<file path="config.mk">
export PLATFORM = sky130hd
export DESIGN_NAME = indexed_max_priority_table_top
export DESIGN_NICKNAME = d
export VERILOG_FILES = /design/src/design/ipt_pkg.sv /design/src/design/indexed_max_priority_table_top.sv /design/src/design/ipt_ram.sv /design/src/design/ipt_scan.sv
export VERILOG_INCLUDE_DIRS = /design/src /design/src/design
export SDC_FILE = /design/constraint.sdc
export NUM_CORES = 2
export LEC_CHECK = 0
export ABC_AREA = 1
export BUFFER_PORTS_ARGS = -buffer_cell sky130_fd_sc_hd__buf_4
export CORE_UTILIZATION = 45
export CTS_CLUSTER_DIAMETER = 80
export CTS_CLUSTER_SIZE = 30
export DETAILED_ROUTE_END_ITERATION = 8
export PLACE_DENSITY = 0.66
export RECOVER_POWER = 25
export SETUP_SLACK_MARGIN = 0.1
export SLEW_MARGIN = 0
export SYNTH_ARGS = -nofsm -noshare
export SYNTH_HDL_FRONTEND = slang
export SYNTH_SLANG_ARGS = --single-unit
</file>
<file path="constraint.sdc">
create_clock -name clk -period 7.4 [get_ports clk]
set_input_delay 1.11 -clock clk [delete_from_list [all_inputs] [get_ports clk]]
set_output_delay 1.11 -clock clk [all_outputs]
set_load 0.01 [all_outputs]
</file>
<file path="src/design/assert_macros.svh">
// Assertion helpers for the priority table RTL.
`ifndef ASSERT_MACROS_SVH
`define ASSERT_MACROS_SVH

// Same-cycle implication.
`define ASSERT_IMPLIES(lbl, clk, rst_n, ante, cons) \
  lbl: assert property (@(posedge clk) disable iff (!rst_n) (ante) |-> (cons)) \
    else $error("assertion failed");

// Next-cycle implication.
`define ASSERT_NEXT(lbl, clk, rst_n, ante, cons) \
  lbl: assert property (@(posedge clk) disable iff (!rst_n) (ante) |=> (cons)) \
    else $error("assertion failed");

`endif

</file>
<file path="src/design/ipt_pkg.sv">
`timescale 1ns / 1ps

package ipt_pkg;

  localparam int CAPACITY       = 64;
  localparam int VALUE_WIDTH    = 32;
  localparam int PRIORITY_WIDTH = 16;

  localparam int ID_W    = $clog2(CAPACITY);
  localparam int CNT_W   = $clog2(CAPACITY + 1);
  localparam int ENTRY_W = VALUE_WIDTH + PRIORITY_WIDTH;

  // Fixed field widths on the ports.
  localparam int KIND_W   = 3;
  localparam int STATUS_W = 2;
  localparam int RID_W    = 6;
  localparam int RVAL_W   = 32;
  localparam int RPRIO_W  = 16;

  localparam logic [PRIORITY_WIDTH-1:0] PRIO_MAX = '1;

  localparam logic [KIND_W-1:0] KIND_ADD     = 3'd0;
  localparam logic [KIND_W-1:0] KIND_PROMOTE = 3'd1;
  localparam logic [KIND_W-1:0] KIND_GET_MAX = 3'd2;
  localparam logic [KIND_W-1:0] KIND_POP_MAX = 3'd3;
  localparam logic [KIND_W-1:0] KIND_LOOKUP  = 3'd4;

  localparam logic [STATUS_W-1:0] STS_OK     = 2'd0;
  localparam logic [STATUS_W-1:0] STS_FULL   = 2'd1;
  localparam logic [STATUS_W-1:0] STS_BAD_ID = 2'd2;
  localparam logic [STATUS_W-1:0] STS_EMPTY  = 2'd3;

  typedef enum logic [1:0] {
    S_IDLE,
    S_LOOK,
    S_SCAN,
    S_EMIT
  } state_t;

  typedef struct packed {
    logic            en;
    logic [ID_W-1:0] addr;
  } rd_req_t;

  typedef struct packed {
    logic             start;
    logic [CNT_W-1:0] limit;
  } scan_ctl_t;

  typedef struct packed {
    logic                      done;
    logic                      found;
    logic [ID_W-1:0]           best_id;
    logic [VALUE_WIDTH-1:0]    best_val;
    logic [PRIORITY_WIDTH-1:0] best_prio;
  } scan_sts_t;

endpackage

</file>
<file path="src/design/indexed_max_priority_table_top.sv">
`timescale 1ns / 1ps

// Indexed max-priority table: one transaction in, one result out. Add and unused
// kinds go straight to the emit state; promote and lookup of a live id read their
// entry first. Get_max and pop_max scan every id issued so far (at most 64), since
// the scan reads one entry per cycle from the single entry memory. A stalled result
// port holds the finished result in the emit state. Live bits are flip-flops cleared
// by reset, so the table is usable right after reset.
// A finished result sits in the output register while the next transaction is
// taken; its side effects are applied when the result moves into that register.

`include "assert_macros.svh"

module indexed_max_priority_table_top (
  input  logic        clk,
  input  logic        rst_n,
  input  logic        in_tvalid,
  output logic        in_tready,
  input  logic [39:0] in_tdata,   // object_value[31:0], item_id[37:32], zero pad
  input  logic [2:0]  in_tuser,   // kind[2:0]
  output logic        out_tvalid,
  input  logic        out_tready,
  output logic [55:0] out_tdata,  // result_id[5:0], result_value[37:6],
                                  // result_priority[53:38], is_live[54], zero pad
  output logic [1:0]  out_tuser   // status[1:0]
);

  ipt_pkg::state_t                     state_r, state_nxt;
  logic [ipt_pkg::KIND_W-1:0]          kind_r, kind_nxt;
  logic [ipt_pkg::VALUE_WIDTH-1:0]     val_r, val_nxt;
  logic [ipt_pkg::CAPACITY-1:0]        live_r, live_nxt;
  logic [ipt_pkg::CNT_W-1:0]           nfree_r, nfree_nxt;

  logic [ipt_pkg::STATUS_W-1:0]        p_status_r, p_status_nxt;
  logic [ipt_pkg::ID_W-1:0]            p_id_r, p_id_nxt;
  logic [ipt_pkg::VALUE_WIDTH-1:0]     p_val_r, p_val_nxt;
  logic [ipt_pkg::PRIORITY_WIDTH-1:0]  p_prio_r, p_prio_nxt;
  logic                                p_live_r, p_live_nxt;

  logic                                out_valid_r, out_valid_nxt;
  logic [ipt_pkg::STATUS_W-1:0]        o_status_r, o_status_nxt;
  logic [ipt_pkg::RID_W-1:0]           o_id_r, o_id_nxt;
  logic [ipt_pkg::RVAL_W-1:0]          o_val_r, o_val_nxt;
  logic [ipt_pkg::RPRIO_W-1:0]         o_prio_r, o_prio_nxt;
  logic                                o_live_r, o_live_nxt;

  logic [ipt_pkg::KIND_W-1:0]          in_kind;
  logic [ipt_pkg::VALUE_WIDTH-1:0]     in_val;
  logic [ipt_pkg::RID_W-1:0]           in_id_raw;
  logic [ipt_pkg::ID_W-1:0]            in_id;
  logic                                in_id_ok;
  logic                                in_fire;
  logic                                out_free;

  logic                                lk_rd_en;
  logic                                wr_en;
  logic [ipt_pkg::ID_W-1:0]            wr_addr;
  logic [ipt_pkg::ENTRY_W-1:0]         wr_data;
  logic [ipt_pkg::ENTRY_W-1:0]         rd_data;
  logic [ipt_pkg::PRIORITY_WIDTH-1:0]  rd_prio;
  logic [ipt_pkg::PRIORITY_WIDTH-1:0]  new_prio;

  ipt_pkg::rd_req_t                    scan_rd;
  ipt_pkg::rd_req_t                    mem_rd;
  ipt_pkg::scan_ctl_t                  scan_ctl;
  ipt_pkg::scan_sts_t                  scan_sts;

  assign in_kind   = in_tuser;
  assign in_val    = ipt_pkg::VALUE_WIDTH'(in_tdata[31:0]);
  assign in_id_raw = in_tdata[37:32];
  assign in_id     = ipt_pkg::ID_W'(in_id_raw);
  assign in_id_ok  = (32'(in_id_raw) < ipt_pkg::CAPACITY) && live_r[in_id];
  assign in_tready = (state_r == ipt_pkg::S_IDLE);
  assign in_fire   = in_tvalid && in_tready;
  assign out_free  = !out_valid_r || out_tready;

  assign lk_rd_en = in_fire && in_id_ok &&
                    (in_kind == ipt_pkg::KIND_PROMOTE || in_kind == ipt_pkg::KIND_LOOKUP);
  assign mem_rd.en   = lk_rd_en || scan_rd.en;
  assign mem_rd.addr = lk_rd_en ? in_id : scan_rd.addr;

  assign rd_prio  = rd_data[ipt_pkg::PRIORITY_WIDTH-1:0];
  assign new_prio = (kind_r == ipt_pkg::KIND_PROMOTE && rd_prio != ipt_pkg::PRIO_MAX) ?
                    rd_prio + 1'b1 : rd_prio;

  assign scan_ctl.start = in_fire &&
                          (in_kind == ipt_pkg::KIND_GET_MAX || in_kind == ipt_pkg::KIND_POP_MAX);
  assign scan_ctl.limit = nfree_r;

  always_comb begin
    state_nxt     = state_r;
    kind_nxt      = kind_r;
    val_nxt       = val_r;
    live_nxt      = live_r;
    nfree_nxt     = nfree_r;
    p_status_nxt  = p_status_r;
    p_id_nxt      = p_id_r;
    p_val_nxt     = p_val_r;
    p_prio_nxt    = p_prio_r;
    p_live_nxt    = p_live_r;
    out_valid_nxt = out_valid_r && !out_tready;
    o_status_nxt  = o_status_r;
    o_id_nxt      = o_id_r;
    o_val_nxt     = o_val_r;
    o_prio_nxt    = o_prio_r;
    o_live_nxt    = o_live_r;
    wr_en         = 1'b0;
    wr_addr       = '0;
    wr_data       = '0;

    case (state_r)
      ipt_pkg::S_IDLE: begin
        if (in_fire) begin
          kind_nxt     = in_kind;
          val_nxt      = in_val;
          p_status_nxt = ipt_pkg::STS_OK;
          p_id_nxt     = '0;
          p_val_nxt    = '0;
          p_prio_nxt   = '0;
          p_live_nxt   = 1'b0;
          state_nxt    = ipt_pkg::S_EMIT;
          case (in_kind)
            ipt_pkg::KIND_ADD: begin
              if (32'(nfree_r) >= ipt_pkg::CAPACITY) begin
                p_status_nxt = ipt_pkg::STS_FULL;
              end else begin
                p_id_nxt   = nfree_r[ipt_pkg::ID_W-1:0];
                p_live_nxt = 1'b1;
              end
            end
            ipt_pkg::KIND_PROMOTE, ipt_pkg::KIND_LOOKUP: begin
              p_id_nxt = in_id;
              if (in_id_ok) begin
                state_nxt = ipt_pkg::S_LOOK;
              end else begin
                p_status_nxt = ipt_pkg::STS_BAD_ID;
              end
            end
            ipt_pkg::KIND_GET_MAX, ipt_pkg::KIND_POP_MAX: begin
              state_nxt = ipt_pkg::S_SCAN;
            end
            default: begin
            end
          endcase
        end
      end
      ipt_pkg::S_LOOK: begin
        p_val_nxt  = rd_data[ipt_pkg::ENTRY_W-1:ipt_pkg::PRIORITY_WIDTH];
        p_prio_nxt = new_prio;
        p_live_nxt = 1'b1;
        state_nxt  = ipt_pkg::S_EMIT;
      end
      ipt_pkg::S_SCAN: begin
        if (scan_sts.done) begin
          if (scan_sts.found) begin
            p_id_nxt   = scan_sts.best_id;
            p_val_nxt  = scan_sts.best_val;
            p_prio_nxt = scan_sts.best_prio;
            p_live_nxt = (kind_r == ipt_pkg::KIND_GET_MAX);
          end else begin
            p_status_nxt = ipt_pkg::STS_EMPTY;
          end
          state_nxt = ipt_pkg::S_EMIT;
        end
      end
      ipt_pkg::S_EMIT: begin
        if (out_free) begin
          out_valid_nxt = 1'b1;
          o_status_nxt  = p_status_r;
          o_id_nxt      = ipt_pkg::RID_W'(p_id_r);
          o_val_nxt     = ipt_pkg::RVAL_W'(p_val_r);
          o_prio_nxt    = ipt_pkg::RPRIO_W'(p_prio_r);
          o_live_nxt    = p_live_r;
          state_nxt     = ipt_pkg::S_IDLE;
          if (p_status_r == ipt_pkg::STS_OK) begin
            case (kind_r)
              ipt_pkg::KIND_ADD: begin
                wr_en             = 1'b1;
                wr_addr           = p_id_r;
                wr_data           = {val_r, {ipt_pkg::PRIORITY_WIDTH{1'b0}}};
                live_nxt[p_id_r]  = 1'b1;
                nfree_nxt         = nfree_r + 1'b1;
              end
              ipt_pkg::KIND_PROMOTE: begin
                wr_en   = 1'b1;
                wr_addr = p_id_r;
                wr_data = {p_val_r, p_prio_r};
              end
              ipt_pkg::KIND_POP_MAX: begin
                live_nxt[p_id_r] = 1'b0;
              end
              default: begin
              end
            endcase
          end
        end
      end
      default: begin
        state_nxt = ipt_pkg::S_IDLE;
      end
    endcase
  end

  always_ff @(posedge clk) begin
    if (!rst_n) begin
      state_r     <= ipt_pkg::S_IDLE;
      live_r      <= '0;
      nfree_r     <= '0;
      out_valid_r <= 1'b0;
    end else begin
      state_r     <= state_nxt;
      live_r      <= live_nxt;
      nfree_r     <= nfree_nxt;
      out_valid_r <= out_valid_nxt;
    end
  end

  always_ff @(posedge clk) begin
    kind_r     <= kind_nxt;
    val_r      <= val_nxt;
    p_status_r <= p_status_nxt;
    p_id_r     <= p_id_nxt;
    p_val_r    <= p_val_nxt;
    p_prio_r   <= p_prio_nxt;
    p_live_r   <= p_live_nxt;
    o_status_r <= o_status_nxt;
    o_id_r     <= o_id_nxt;
    o_val_r    <= o_val_nxt;
    o_prio_r   <= o_prio_nxt;
    o_live_r   <= o_live_nxt;
  end

  ipt_ram #(
    .WIDTH (ipt_pkg::ENTRY_W),
    .DEPTH (ipt_pkg::CAPACITY)
  ) u_entry_ram (
    .clk     (clk),
    .wr_en   (wr_en),
    .wr_addr (wr_addr),
    .wr_data (wr_data),
    .rd_en   (mem_rd.en),
    .rd_addr (mem_rd.addr),
    .rd_data (rd_data)
  );

  ipt_scan u_scan (
    .clk     (clk),
    .rst_n   (rst_n),
    .ctl     (scan_ctl),
    .live    (live_r),
    .rd_data (rd_data),
    .rd      (scan_rd),
    .sts     (scan_sts)
  );

  assign out_tvalid = out_valid_r;
  assign out_tuser  = o_status_r;
  assign out_tdata  = {1'b0, o_live_r, o_prio_r, o_val_r, o_id_r};

  `ASSERT_IMPLIES(a_nfree_bound, clk, rst_n, 1'b1, 32'(nfree_r) <= ipt_pkg::CAPACITY)
  `ASSERT_IMPLIES(a_live_issued, clk, rst_n, 1'b1, (live_r >> nfree_r) == '0)
  `ASSERT_NEXT(a_accept_busy, clk, rst_n, in_fire, state_r != ipt_pkg::S_IDLE)
  `ASSERT_NEXT(a_emit_loads, clk, rst_n, state_r == ipt_pkg::S_EMIT && out_free, out_valid_r)

endmodule

</file>
<file path="src/design/ipt_ram.sv">
`timescale 1ns / 1ps

module ipt_ram #(
  parameter int WIDTH = 8,
  parameter int DEPTH = 16
) (
  input  logic                     clk,
  input  logic                     wr_en,
  input  logic [$clog2(DEPTH)-1:0] wr_addr,
  input  logic [WIDTH-1:0]         wr_data,
  input  logic                     rd_en,
  input  logic [$clog2(DEPTH)-1:0] rd_addr,
  output logic [WIDTH-1:0]         rd_data
);

  logic [WIDTH-1:0] mem_r [DEPTH];
  logic [WIDTH-1:0] rd_data_r;

  always_ff @(posedge clk) begin
    if (wr_en) begin
      mem_r[wr_addr] <= wr_data;
    end
    if (rd_en) begin
      rd_data_r <= mem_r[rd_addr];
    end
  end

  assign rd_data = rd_data_r;

endmodule

</file>
<file path="src/design/ipt_scan.sv">
`timescale 1ns / 1ps

module ipt_scan (
  input  logic                          clk,
  input  logic                          rst_n,
  input  ipt_pkg::scan_ctl_t            ctl,
  input  logic [ipt_pkg::CAPACITY-1:0]  live,
  input  logic [ipt_pkg::ENTRY_W-1:0]   rd_data,
  output ipt_pkg::rd_req_t              rd,
  output ipt_pkg::scan_sts_t            sts
);

  logic                                  busy_r, busy_nxt;
  logic [ipt_pkg::CNT_W-1:0]             idx_r, idx_nxt;
  logic                                  pipe_vld_r, pipe_vld_nxt;
  logic [ipt_pkg::ID_W-1:0]              pipe_id_r, pipe_id_nxt;
  logic                                  done_r, done_nxt;
  logic                                  found_r, found_nxt;
  logic [ipt_pkg::ID_W-1:0]              best_id_r, best_id_nxt;
  logic [ipt_pkg::VALUE_WIDTH-1:0]       best_val_r, best_val_nxt;
  logic [ipt_pkg::PRIORITY_WIDTH-1:0]    best_prio_r, best_prio_nxt;
  logic [ipt_pkg::PRIORITY_WIDTH-1:0]    rd_prio;
  logic [ipt_pkg::VALUE_WIDTH-1:0]       rd_val;

  assign rd_prio = rd_data[ipt_pkg::PRIORITY_WIDTH-1:0];
  assign rd_val  = rd_data[ipt_pkg::ENTRY_W-1:ipt_pkg::PRIORITY_WIDTH];

  always_comb begin
    busy_nxt      = busy_r;
    idx_nxt       = idx_r;
    pipe_vld_nxt  = pipe_vld_r;
    pipe_id_nxt   = pipe_id_r;
    done_nxt      = 1'b0;
    found_nxt     = found_r;
    best_id_nxt   = best_id_r;
    best_val_nxt  = best_val_r;
    best_prio_nxt = best_prio_r;
    rd            = '0;
    if (ctl.start) begin
      busy_nxt     = 1'b1;
      idx_nxt      = '0;
      pipe_vld_nxt = 1'b0;
      found_nxt    = 1'b0;
    end else if (busy_r) begin
      // ties go to the later id
      if (pipe_vld_r && live[pipe_id_r] && (!found_r || rd_prio >= best_prio_r)) begin
        found_nxt     = 1'b1;
        best_id_nxt   = pipe_id_r;
        best_val_nxt  = rd_val;
        best_prio_nxt = rd_prio;
      end
      if (idx_r < ctl.limit) begin
        rd.en        = 1'b1;
        rd.addr      = idx_r[ipt_pkg::ID_W-1:0];
        idx_nxt      = idx_r + 1'b1;
        pipe_vld_nxt = 1'b1;
        pipe_id_nxt  = idx_r[ipt_pkg::ID_W-1:0];
      end else begin
        pipe_vld_nxt = 1'b0;
        if (!pipe_vld_r) begin
          busy_nxt = 1'b0;
          done_nxt = 1'b1;
        end
      end
    end
  end

  always_ff @(posedge clk) begin
    if (!rst_n) begin
      busy_r     <= 1'b0;
      pipe_vld_r <= 1'b0;
      done_r     <= 1'b0;
      found_r    <= 1'b0;
    end else begin
      busy_r     <= busy_nxt;
      pipe_vld_r <= pipe_vld_nxt;
      done_r     <= done_nxt;
      found_r    <= found_nxt;
    end
  end

  always_ff @(posedge clk) begin
    idx_r       <= idx_nxt;
    pipe_id_r   <= pipe_id_nxt;
    best_id_r   <= best_id_nxt;
    best_val_r  <= best_val_nxt;
    best_prio_r <= best_prio_nxt;
  end

  assign sts.done      = done_r;
  assign sts.found     = found_r;
  assign sts.best_id   = best_id_r;
  assign sts.best_val  = best_val_r;
  assign sts.best_prio = best_prio_r;

endmodule
</file>
==> results_dict.tcl <==
set metrics [dict create \
    outcome "finished, violations left" \
    violations "antenna rules, capacitance limit, slew limit" \
    area_delta_synth_final_pct 6.77 \
    syn_inst 14200 \
    initial_core_util_pct 45.4 \
    synth_cell_types 40 \
    p_leak_nw 62.8 \
    crit_arrival_ns 6.74 \
    die_w_um 577 \
    finalSetupViolations 0 \
    drive_above_1_share_pct 4.23 \
    synth_area_per_cell_um2 10.5 \
    portBuffers 103 \
    cts_buffers 147 \
    rsz0062_at_grt "no" \
    clock_sinks 3414 \
    cp_num_cells 15 \
    cts_setup_buffers 0 \
    finalHoldViolCount 0 \
    hold-path-cell-count 1 \
    cts_buffer_depth 4 \
    worst-path-buf-inv 5 \
    root_buffer "clkbuf_16" \
    place_ws_ns 1.63 \
    firstDrtPassIters 6 \
    via_per_inst 5.44 \
    hold_class "primary input to flip-flop" \
    syn-cell-area_mm2 0.149 \
    max-slew-margin-rel_pct -222 \
    cp_max_fo 47 \
    max-vdd-ir-drop_mv 0.316 \
    rr_startpoint "state_r[1]" \
    power.total_mw 34.5 \
    crit_required_ns 8.13 \
    ant_nets 1 \
    ff2ff_path_depth 15 \
    crit_top_cell "nand3_1" \
    synth_warnings 0 \
    critPathLaunchType "flip-flop" \
    hold_start "in_tdata[24]" \
    synth_seq_cells 3414 \
    fin_ws_ns 1.39 \
    crit_path_top_delay_cell "clkbuf_1" \
    avgRoutedWirePerCell_um 22.3 \
    layout.nets 14100 \
    clock_latency_ns 0.90 \
    final_core_util_pct 48.4 \
    reg2reg_to "u_entry_ram.rd_data[30]" \
    drc 0 \
    finalCriticalPeriod_ns 6.01 \
    crit_chain "inv_1 -> ha_1 -> nand2_1 -> inv_1 -> clkbuf_1 -> nand4_1 -> nand2_4 -> buf_12 -> buf_4 -> nand3_1 -> nand3_1 -> nand3_1 -> nand3_1 -> nand3_1 -> nand2_1" \
    syn_nets 14300 \
    grt_pass1_wl_um 599000 \
    die_h_um 577 \
    final_common_cell "edfxtp_1" \
    via_count 100000 \
    setup_tns_ns 0 \
    drv_cap 48 \
    post_cts_resized 0 \
    routed_wl_um 410000 \
    power_density_mw_per_mm2 217 \
    htreeDepth 4 \
    num_rows 210 \
    regToRegSetupSlack_ns 1.39 \
    cts_hold_buf 0 \
    cts_tree "yes" \
    tightest_slew_ns 4.83 \
    place_congestion 0.880 \
    crit_family "buffers and inverters" \
    core_area_mm2 0.328 \
    grt_pass1_vias 91700 \
    critPathKind "flip-flop to flip-flop" \
    drt_iter0_drc 12500 \
    grt_use_total_pct 24.1 \
    period_share_pct 81.2 \
    cp-end-kind "flip-flop" \
    clk_pin_slew_ns 0.11 \
    ios 107 \
    slowest_delay_ns 1.75 \
    final_cell_mix "3,329 x edfxtp_1, 3,256 x nand2_1, 3,064 x nand3_1" \
    whs_endpoint "val_r[24]" \
    grt_max_degree 170 \
    fmax_mhz 166 \
    fin_skew_ns 0.0636 \
    die_area_mm2 0.333 \
    dp_hpwl_um 221000 \
    globalRouteOverflowTotal 0 \
    drv_slew 1770 \
    ys_seq_area_share_pct 68.3 \
    antenna_found_initial 14 \
]
==> flip-flops by register name, summed over array words and instances (netlist names), 7 cells and up, named ones only <==
| name | cells |
|---|---|
| u_entry_ram.mem_r | 3072 |
| val_r | 32 |
| u_entry_ram.rd_data | 48 |
| u_scan.best_prio_r | 16 |
| o_val_r | 32 |
| p_val_r | 32 |
| p_prio_r | 16 |
| nfree_r | 7 |
| u_scan.best_val_r | 32 |
| u_scan.idx_r | 7 |
| o_prio_r | 16 |
==> cells in the mapped netlist <==
master	n	share of area [%]
o21ai_0	126	0.42
nand3_4	1	0.012
a211oi_1	2	0.010
o21ai_1	3	0.010
buf_6	24	0.18
dfxtp_1	85	1.1
nand3_2	2	0.013
nand3_1	3065	10
a21boi_0	1	0.0050
o221ai_1	14	0.082
inv_1	2756	6.9
o21a_1	4	0.020
ha_1	31	0.26
a211o_1	1	0.0059
a221oi_1	2	0.012
nor3_1	91	0.31
edfxtp_1	3329	67
clkbuf_1	260	0.66
a31oi_1	1	0.0042
nand2_1	3260	8.2
nand3b_1	240	1.2
nand2_4	1	0.0076
nor2_1	277	0.70
conb_1	1	0.0025
a21oi_1	89	0.30
inv_2	4	0.010
nand2_2	3	0.013
nor2_2	1	0.0042
and3_1	2	0.0084
o211ai_1	2	0.010
nor4_1	1	0.0042
buf_1	68	0.17
clkinv_1	1	0.0025
a32o_1	33	0.22
o22ai_1	2	0.0084
inv_4	2	0.0084
buf_4	30	0.15
nand4_1	11	0.046
buf_2	407	1.4
o21ai_2	3	0.018
==> per-stage QoR <==
stage / hold WS, ns / instances / area (um^2)
2_1_floorplan: 0.400 / 14200 / 149000
3_3_place_gp: 0.414 / 18200 / 155000
3_5_place_dp: 0.408 / 18200 / 155000
4_1_cts: 0.337 / 18400 / 160000
5_1_grt: 0.368 / 18400 / 159000
6_report: 0.404 / 18400 / 159000
==> cell type report <==
| cell class | count | area (um^2) |
|---|---|---|
| Multi-Input combinational cell | 7270 | 33500 |
| Antenna cell | 13 | 32.5 |
| Tap cell | 4346 | 5440 |
| Inverter | 2763 | 10400 |
| Clock inverter | 35 | 474 |
| Fill cell | 28900 | 169000 |
| Sequential cell | 3414 | 102000 |
| Clock buffer | 162 | 3830 |
| Timing Repair Buffer | 419 | 3630 |
==> layer usage <==
layer  track usage [%]  wire [um]  part of all wire [%]
met1              32.9     164000                    40
met2              39.4     191000                    47
met3              3.88      42100                    10
met4              7.54      13200                   3.2
met5                 0         23                0.0056
==> how the worst max path moves through the flow <==
stage / startpoint / to / slack (ns)
finish: state_r[1] / u_entry_ram.rd_data[30] / 1.39
global route: state_r[1] / u_entry_ram.rd_data[13] / 1.11
CTS: nfree_r[2] / u_entry_ram.rd_data[15] / 2.56
detailed placement: in_tdata[32] / u_entry_ram.rd_data[15] / 1.63
global placement: in_tdata[32] / u_entry_ram.rd_data[13] / 1.65
floorplan: out_tready / u_entry_ram.mem_r[10][0] / 0.36
==> report_power, final <==
part           internal, mW  switching (mW)
clock network          4.03            5.90
registers              21.4           0.262
logic                 0.698            2.15
total                  26.2            8.31
==> cells by family (layout without fill, tap and decap cells) <==
| kind of cell | count (synthesis) | after routing | share of synthesized area [%] |
|---|---|---|---|
| AOI/OAI and AO/OA | 283 | 283 | 1.13 |
| adders and majority gates | 31 | 31 | 0.260 |
| buffers and inverters | 3552 | 3379 | 9.50 |
| DFF | 3414 | 3414 | 68.3 |
| other | 1 | 14 | 0.00252 |
| and+or+nand+nor | 6955 | 6955 | 20.8 |
No activity file was read; power rests on OpenSTA's default activity.
